[src/sv/caldate_pkg.sv]
// ---------------------------------------------------------------------------
// caldate_pkg
// types, codes and date arithmetic helpers for the calendar date counter
// ---------------------------------------------------------------------------
`default_nettype none

package caldate_pkg;

  // operation codes carried on in_tuser
  typedef enum logic [1:0] {
    FN_SET  = 2'd0,
    FN_NEXT = 2'd1,
    FN_PREV = 2'd2,
    FN_DIFF = 2'd3
  } func_t;

  // date limits
  localparam logic [11:0] YEAR_MIN   = 12'd1900;
  localparam logic [11:0] YEAR_MAX   = 12'd2100;
  localparam logic [11:0] YEAR_TOP   = 12'd4095;
  localparam logic [11:0] YEAR_RESET = 12'd1900;
  localparam logic [3:0]  MONTH_JAN  = 4'd1;
  localparam logic [3:0]  MONTH_FEB  = 4'd2;
  localparam logic [3:0]  MONTH_DEC  = 4'd12;
  localparam logic [4:0]  DAY_FIRST  = 5'd1;
  localparam logic [4:0]  DAY_DEC31  = 5'd31;

  // day number of 1/1/1900
  localparam logic [20:0] DN_EPOCH = 21'd693962;

  // result item, last field in the lowest bits
  typedef struct packed {
    logic [20:0] days_between;
    logic [4:0]  month_length;
    logic        leap_year;
    logic        given_valid;
    logic [11:0] cur_year;
    logic [4:0]  cur_day;
    logic [3:0]  cur_month;
  } res_t;

  localparam int RES_W  = $bits(res_t);
  localparam int TDATA_W = ((RES_W + 7) / 8) * 8;

  // x / 100 by reciprocal, exact for x below 43699
  function automatic logic [6:0] div100(input logic [12:0] x);
    logic [25:0] p;
    p = 26'(x) * 26'd5243;
    return p[25:19];
  endfunction

  // gregorian leap year
  function automatic logic is_leap(input logic [11:0] y);
    logic [6:0]  q;
    logic [11:0] r;
    q = div100({1'b0, y});
    r = y - 12'(q) * 12'd100;
    return ((y[1:0] == 2'b00) && (r != 12'd0)) || ((r == 12'd0) && (q[1:0] == 2'b00));
  endfunction

  // last day of a month
  function automatic logic [4:0] month_len(input logic [3:0] m, input logic leap);
    logic [4:0] len;
    unique case (m)
      4'd4, 4'd6, 4'd9, 4'd11: len = 5'd30;
      4'd2:                    len = leap ? 5'd29 : 5'd28;
      default:                 len = 5'd31;
    endcase
    return len;
  endfunction

  // days in the months before m, non-leap
  function automatic logic [8:0] days_before(input logic [3:0] m);
    logic [8:0] n;
    unique case (m)
      4'd3:    n = 9'd59;
      4'd4:    n = 9'd90;
      4'd5:    n = 9'd120;
      4'd6:    n = 9'd151;
      4'd7:    n = 9'd181;
      4'd8:    n = 9'd212;
      4'd9:    n = 9'd243;
      4'd10:   n = 9'd273;
      4'd11:   n = 9'd304;
      4'd12:   n = 9'd334;
      4'd2:    n = 9'd31;
      default: n = 9'd0;
    endcase
    return n;
  endfunction

  // day number: 365*y + leap years before y + days before month + day, +1 past feb in a leap year
  function automatic logic [20:0] day_number(input logic [3:0] m, input logic [4:0] d,
                                             input logic [11:0] y);
    logic [12:0] y3;
    logic [12:0] y99;
    logic [12:0] y399;
    logic [6:0]  q400;
    logic [20:0] n;
    y3   = {1'b0, y} + 13'd3;
    y99  = {1'b0, y} + 13'd99;
    y399 = {1'b0, y} + 13'd399;
    q400 = div100(y399) >> 2;
    n = 21'(y) * 21'd365 + 21'(y3[12:2]) - 21'(div100(y99)) + 21'(q400)
        + 21'(days_before(m)) + 21'(d);
    if ((m > MONTH_FEB) && is_leap(y)) begin
      n = n + 21'd1;
    end
    return n;
  endfunction

endpackage

`default_nettype wire

[src/sv/calendar_date_counter.sv]
// an accepted item's result is registered into the output buffer and shown on out_* from there
// throughput: one item per cycle while in_tready is high, set by the combinational
//   date update of the stored date and its running day number
// a two-word output buffer lets in_tready stay high while one result waits
// reset (rst_n low, synchronous): stored date 1/1/1900, output buffer empty
// ---------------------------------------------------------------------------
// calendar_date_counter
// gregorian date register with set, next/previous day and day difference
// ---------------------------------------------------------------------------
`default_nettype none

module calendar_date_counter
  import caldate_pkg::*;
(
  input  wire logic               clk,
  input  wire logic               rst_n,
  input  wire logic               in_tvalid,
  output      logic               in_tready,
  input  wire logic [23:0]        in_tdata,   // in_month[3:0], in_day[8:4], in_year[20:9]
  input  wire logic [1:0]         in_tuser,   // func[1:0]
  output      logic               out_tvalid,
  input  wire logic               out_tready,
  output      logic [TDATA_W-1:0] out_tdata   // cur_month[3:0], cur_day[8:4],
                                              // cur_year[20:9], given_valid[21],
                                              // leap_year[22], month_length[27:23],
                                              // days_between[48:28]
);

  // stored date and its day number
  logic [3:0]  month_r, month_nxt;
  logic [4:0]  day_r, day_nxt;
  logic [11:0] year_r, year_nxt;
  logic [20:0] dn_r, dn_nxt;

  // output buffer
  res_t out_res_r;
  res_t skid_res_r;
  logic out_vld_r;
  logic skid_vld_r;

  func_t       func;
  logic [3:0]  g_month;
  logic [4:0]  g_day;
  logic [11:0] g_year;
  logic        g_leap;
  logic        g_ok;
  logic [20:0] g_dn;
  logic [20:0] ref_dn;
  logic [20:0] diff;
  logic        leap_cur;
  logic [4:0]  mlen_cur;
  logic        at_top;
  logic        at_bottom;
  logic        valid_nxt;
  logic [20:0] between_nxt;
  logic        leap_nxt;
  res_t        res_nxt;
  logic        accept;
  logic        pop;

  assign func    = func_t'(in_tuser);
  assign g_month = in_tdata[3:0];
  assign g_day   = in_tdata[8:4];
  assign g_year  = in_tdata[20:9];

  assign accept = in_tvalid && in_tready;
  assign pop    = out_vld_r && out_tready;

  // given date check and its day number
  always_comb begin
    g_leap = is_leap(g_year);
    g_ok   = (g_year >= YEAR_MIN) && (g_year <= YEAR_MAX) &&
             (g_month >= MONTH_JAN) && (g_month <= MONTH_DEC) &&
             (g_day >= DAY_FIRST) && (g_day <= month_len(g_month, g_leap));
    g_dn   = day_number(g_month, g_day, g_year);
    ref_dn = g_ok ? g_dn : DN_EPOCH;
    diff   = (dn_r >= ref_dn) ? (dn_r - ref_dn) : (ref_dn - dn_r);
  end

  // stored date update
  always_comb begin
    leap_cur    = is_leap(year_r);
    mlen_cur    = month_len(month_r, leap_cur);
    at_top      = (month_r == MONTH_DEC) && (day_r == DAY_DEC31) && (year_r == YEAR_TOP);
    at_bottom   = (month_r == MONTH_JAN) && (day_r == DAY_FIRST) && (year_r == 12'd0);
    month_nxt   = month_r;
    day_nxt     = day_r;
    year_nxt    = year_r;
    dn_nxt      = dn_r;
    valid_nxt   = 1'b0;
    between_nxt = '0;
    unique case (func)
      FN_SET: begin
        valid_nxt = g_ok;
        if (g_ok) begin
          month_nxt = g_month;
          day_nxt   = g_day;
          year_nxt  = g_year;
          dn_nxt    = g_dn;
        end else begin
          month_nxt = MONTH_JAN;
          day_nxt   = DAY_FIRST;
          year_nxt  = YEAR_RESET;
          dn_nxt    = DN_EPOCH;
        end
      end
      FN_NEXT: begin
        if (!at_top) begin
          dn_nxt = dn_r + 21'd1;
          if (day_r >= mlen_cur) begin
            day_nxt = DAY_FIRST;
            if (month_r >= MONTH_DEC) begin
              month_nxt = MONTH_JAN;
              year_nxt  = year_r + 12'd1;
            end else begin
              month_nxt = month_r + 4'd1;
            end
          end else begin
            day_nxt = day_r + 5'd1;
          end
        end
      end
      FN_PREV: begin
        if (!at_bottom) begin
          dn_nxt = dn_r - 21'd1;
          if (day_r <= DAY_FIRST) begin
            if (month_r <= MONTH_JAN) begin
              // new year eve of the year before
              month_nxt = MONTH_DEC;
              year_nxt  = year_r - 12'd1;
              day_nxt   = DAY_DEC31;
            end else begin
              month_nxt = month_r - 4'd1;
              day_nxt   = month_len(month_r - 4'd1, leap_cur);
            end
          end else begin
            day_nxt = day_r - 5'd1;
          end
        end
      end
      FN_DIFF: begin
        valid_nxt   = g_ok;
        between_nxt = diff;
      end
    endcase
  end

  // result word
  always_comb begin
    leap_nxt             = is_leap(year_nxt);
    res_nxt.cur_month    = month_nxt;
    res_nxt.cur_day      = day_nxt;
    res_nxt.cur_year     = year_nxt;
    res_nxt.given_valid  = valid_nxt;
    res_nxt.leap_year    = leap_nxt;
    res_nxt.month_length = month_len(month_nxt, leap_nxt);
    res_nxt.days_between = between_nxt;
  end

  // state registers
  always_ff @(posedge clk) begin
    if (!rst_n) begin
      month_r <= MONTH_JAN;
      day_r   <= DAY_FIRST;
      year_r  <= YEAR_RESET;
      dn_r    <= DN_EPOCH;
    end else if (accept) begin
      month_r <= month_nxt;
      day_r   <= day_nxt;
      year_r  <= year_nxt;
      dn_r    <= dn_nxt;
    end
  end

  // output buffer control
  always_ff @(posedge clk) begin
    if (!rst_n) begin
      out_vld_r  <= 1'b0;
      skid_vld_r <= 1'b0;
    end else if (accept) begin
      if (out_vld_r && !pop) begin
        skid_vld_r <= 1'b1;
      end else begin
        out_vld_r <= 1'b1;
      end
    end else if (pop) begin
      if (skid_vld_r) begin
        skid_vld_r <= 1'b0;
      end else begin
        out_vld_r <= 1'b0;
      end
    end
  end

  // output buffer payload
  always_ff @(posedge clk) begin
    if (accept) begin
      if (out_vld_r && !pop) begin
        skid_res_r <= res_nxt;
      end else begin
        out_res_r <= res_nxt;
      end
    end else if (pop && skid_vld_r) begin
      out_res_r <= skid_res_r;
    end
  end

  assign in_tready  = !skid_vld_r;
  assign out_tvalid = out_vld_r;
  assign out_tdata  = {(TDATA_W - RES_W)'(0), out_res_r};

endmodule

`default_nettype wire

[config.mk]
export PLATFORM = sky130hd
export DESIGN_NAME = calendar_date_counter
export DESIGN_NICKNAME = d
export VERILOG_FILES = /design/src/sv/caldate_pkg.sv /design/src/sv/calendar_date_counter.sv
export SDC_FILE = /design/constraint.sdc
export NUM_CORES = 2
export LEC_CHECK = 0
export ABC_AREA = 1
export BUFFER_PORTS_ARGS = -buffer_cell sky130_fd_sc_hd__buf_2
export CORE_ASPECT_RATIO = 1.25
export CORE_MARGIN = 3
export CORE_UTILIZATION = 60
export CTS_BUF_LIST = sky130_fd_sc_hd__clkbuf_8
export DETAILED_ROUTE_END_ITERATION = 10
export PLACE_DENSITY = 0.91
export RECOVER_POWER = 25
export SYNTH_ARGS = -nofsm -noshare
export SYNTH_HDL_FRONTEND = slang
export SYNTH_SLANG_ARGS = --single-unit
[constraint.sdc]
create_clock -name clk -period 17.4 [get_ports clk]
set_input_delay 1.74 -clock clk [delete_from_list [all_inputs] [get_ports clk]]
set_output_delay 1.74 -clock clk [all_outputs]
set_load 0.01 [all_outputs]
==> impl_metrics.toml <==
[status]
status = "finished, violations left"
violations = "capacitance limit, slew limit, setup timing"

[sta]
period_share_pct = 112
final.setup.tns_ps = -8390
fin_skew_ps = 30.6
max_slew_margin_pct = -67.5
period_minus_slack_ps = 19570
rsz0062_at_grt = "yes"
worst_pin_slew_ps = 2510
hold_viol_final = 0
drv_slew = 47
fin_ws_ps = -2170
setup_viol = 4
fmax_ghz = 0.0511

[synthesis]
yosys_warnings = 0
synthFlopType = "edfxtp_1"
ys_ff_latch = 136
synth_cell_type_count = 73
synthCells = 4037
synth_seq_area_share_pct = 11.1
avgSynthCellArea_um2 = 8.12
synth_area_mm2 = 0.0328
synth_edf_count = 92
ys_async_sr_fraction_pct = 0

[finish]
finalNetCount = 5447
drive_gt1_share_pct = 14.2
layout_commonest_cell = "inv_1"
area_delta_synth_final_pct = 14.4
final_cell_mix = "829 x inv_1, 677 x ha_1, 635 x nand2_1, 321 x fa_1, 284 x buf_4"
design_area_mm2 = 0.0375

[clock_network]
cts.clk_slew.worst_paths_ps = 100
cts_buffers = 17
clk_path_buf_depth = 2
cts.sinks = 136
htreeDepth = 4
ctsHoldBuffers = 0
clkLatencyLatePin_ps = 480
cts_tree = "yes"
cts_root_buf = "clkbuf_8"

[grt]
grt_pass1_wl_um = 150000
grt_max_degree = 69
grt_usage_pct = 32.0
grt_pass1_vias = 31200
antenna_found_initial = 12
overflow = 0

[setup_path]
cp_max_fo = 7
cpMostUsedCell = "nand2_1"
crit_family = "adder cells"
critPathRequiredTime_ps = 17610
crit_arrival_ps = 19780
cpPeakStageDelay_ps = 810
cp-start-kind = "primary input"
critPathBufInv = 19
critPathKind = "primary input to register"
cp-end-kind = "register"
worst_path_max_delay_cell = "xnor2_2"

[drt]
drc = 0
vias = 30600
drt-wirelength-per-cell_um = 20.5
finalWirelength_um = 105000
drt_iter0_markers = 2943
ant_nets = 0
drt_first_pass_iters = 9
routed_via_density = 5.99

[die]
die_x_um = 215
num_io_pins = 88
die_y_um = 267
core_mm2 = 0.0538
die_area_mm2 = 0.0575
initial_core_util_pct = 60.8
num_rows = 95

[placed_design]
place.gp.congestion = 0.986
port_buffers = 74
dp_hpwl_um = 76100
placed_area_mm2 = 0.0357

[job]
drv_cap = 1

[min_path]
hold_path_class = "register to register"
-- synthesized netlist by cell type, types with 6 or more instances --
| cell | instances | share of area (%) |
|---|---|---|
| o21ai_0 | 159 | 2.4 |
| a31oi_1 | 10 | 0.19 |
| or2_2 | 9 | 0.17 |
| nor2_1 | 172 | 2.0 |
| dfxtp_1 | 44 | 2.7 |
| inv_2 | 21 | 0.24 |
| o211ai_1 | 30 | 0.69 |
| nand2_1 | 653 | 7.5 |
| o221ai_1 | 6 | 0.16 |
| ha_1 | 723 | 28 |
| buf_4 | 16 | 0.37 |
| buf_2 | 8 | 0.12 |
| buf_1 | 6 | 0.069 |
| xor2_1 | 98 | 2.6 |
| o21ai_1 | 34 | 0.52 |
| nand2_2 | 20 | 0.38 |
| nor3_1 | 35 | 0.53 |
| nand3b_1 | 8 | 0.18 |
| nand3_1 | 141 | 2.2 |
| o21bai_1 | 14 | 0.32 |
| nand3_2 | 15 | 0.46 |
| o21a_1 | 14 | 0.32 |
| a21o_1 | 25 | 0.57 |
| xnor2_1 | 44 | 1.2 |
| inv_1 | 849 | 9.7 |
| nand4_1 | 41 | 0.78 |
| clkbuf_1 | 26 | 0.30 |
| a21oi_1 | 272 | 4.2 |
| nor2_4 | 7 | 0.24 |
| edfxtp_1 | 92 | 8.4 |
| nor2_2 | 16 | 0.31 |
| o22ai_1 | 6 | 0.11 |
| nor4_1 | 8 | 0.15 |
| a211oi_1 | 11 | 0.25 |
| fa_1 | 327 | 20 |
-- worst paths after layout --
kind	to	start	slack, ps	cells after the start
worst max-delay path	out_tdata[23]	in_tdata[18]	-2170	92
worst min-delay path	dn_r[20]	dn_r[20]	510	2
worst max register to register	out_tdata[23]	year_r[4]	-1510	86
worst min register to register	dn_r[20]	dn_r[20]	510	2
-- state kept, by name, summed over array words and instances (netlist names) --
name,flops
out_tvalid,1
month_r,4
day_r,5
skid_res_r,46
skid_vld_r,1
year_r,12
out_tdata,46
dn_r,21
-- worst register-to-register path: cells and delay by family (launching register included) --
| kind | cells | cell delay [ps] |
|---|---|---|
| buf+inv | 12 | 1450 |
| fa+ha+maj | 23 | 8510 |
| compound gates | 12 | 1880 |
| xor+xnor | 3 | 1420 |
| flops | 1 | 680 |
| simple gates | 36 | 4760 |
-- through the flow --
step / setup WS, ps / util, % / hold slack (ps) / std cells
floorplan: 458 / - / 475 / 4045
global placement: -497 / 66.3 / 479 / 5042
detailed placement: -1090 / 66.3 / 497 / 5042
CTS: 3.59 / 68.2 / 511 / 5092
global route: -2790 / 69.6 / 538 / 5107
finish: -2170 / 69.6 / 510 / 5115
-- timing repair --
item | CTS | global route
resized for setup | 66 | 139
endpoints found under the setup margin | 4 | 4
buffers inserted | 18 | 17
pin swaps | 31 | 90
-- per-layer routing --
| metal | vias to the layer above | part of all wire (%) | global-route usage [%] |
|---|---|---|---|
| met3 | 785 | 10 | 5.00 |
| met4 | 8 | 9.2 | 20.4 |
| met2 | 1864 | 47 | 58.2 |
| met5 | - | 0.13 | 0 |
| met1 | 14200 | 33 | 34.7 |
| li1 | 13700 | - | - |
-- cell families (layout without fill, tap and decap cells) --
kind of cell             Yosys count  in the layout  share of synthesized area [%]
flip-flops                       136            136                           11.1
multiplexers                       2              2                         0.0611
XOR/XNOR                         143            143                           3.85
AO/OA/AOI/OAI                    625            625                           10.9
AND/OR/NAND/NOR                 1145           1145                           15.4
other                              2             18                         0.0229
buffers and inverters            934           1269                           11.0
adder cells (fa/ha/maj)         1050           1050                           47.6
-- cell type report --
type                    count  area (um2)
multi-input cells        2975       26600
fillers                  3758       16400
flip-flops and latches    136        3650
inverters                 873        3290
repair buffers            364        2520
well taps                 727         910
clock buffers              17         234
clock inverters            15         225
diodes                      8        20.0
Power is left out: the tool's default activity adds up to more than one toggle a clock period on the data nets, which glitch-free logic cannot reach.
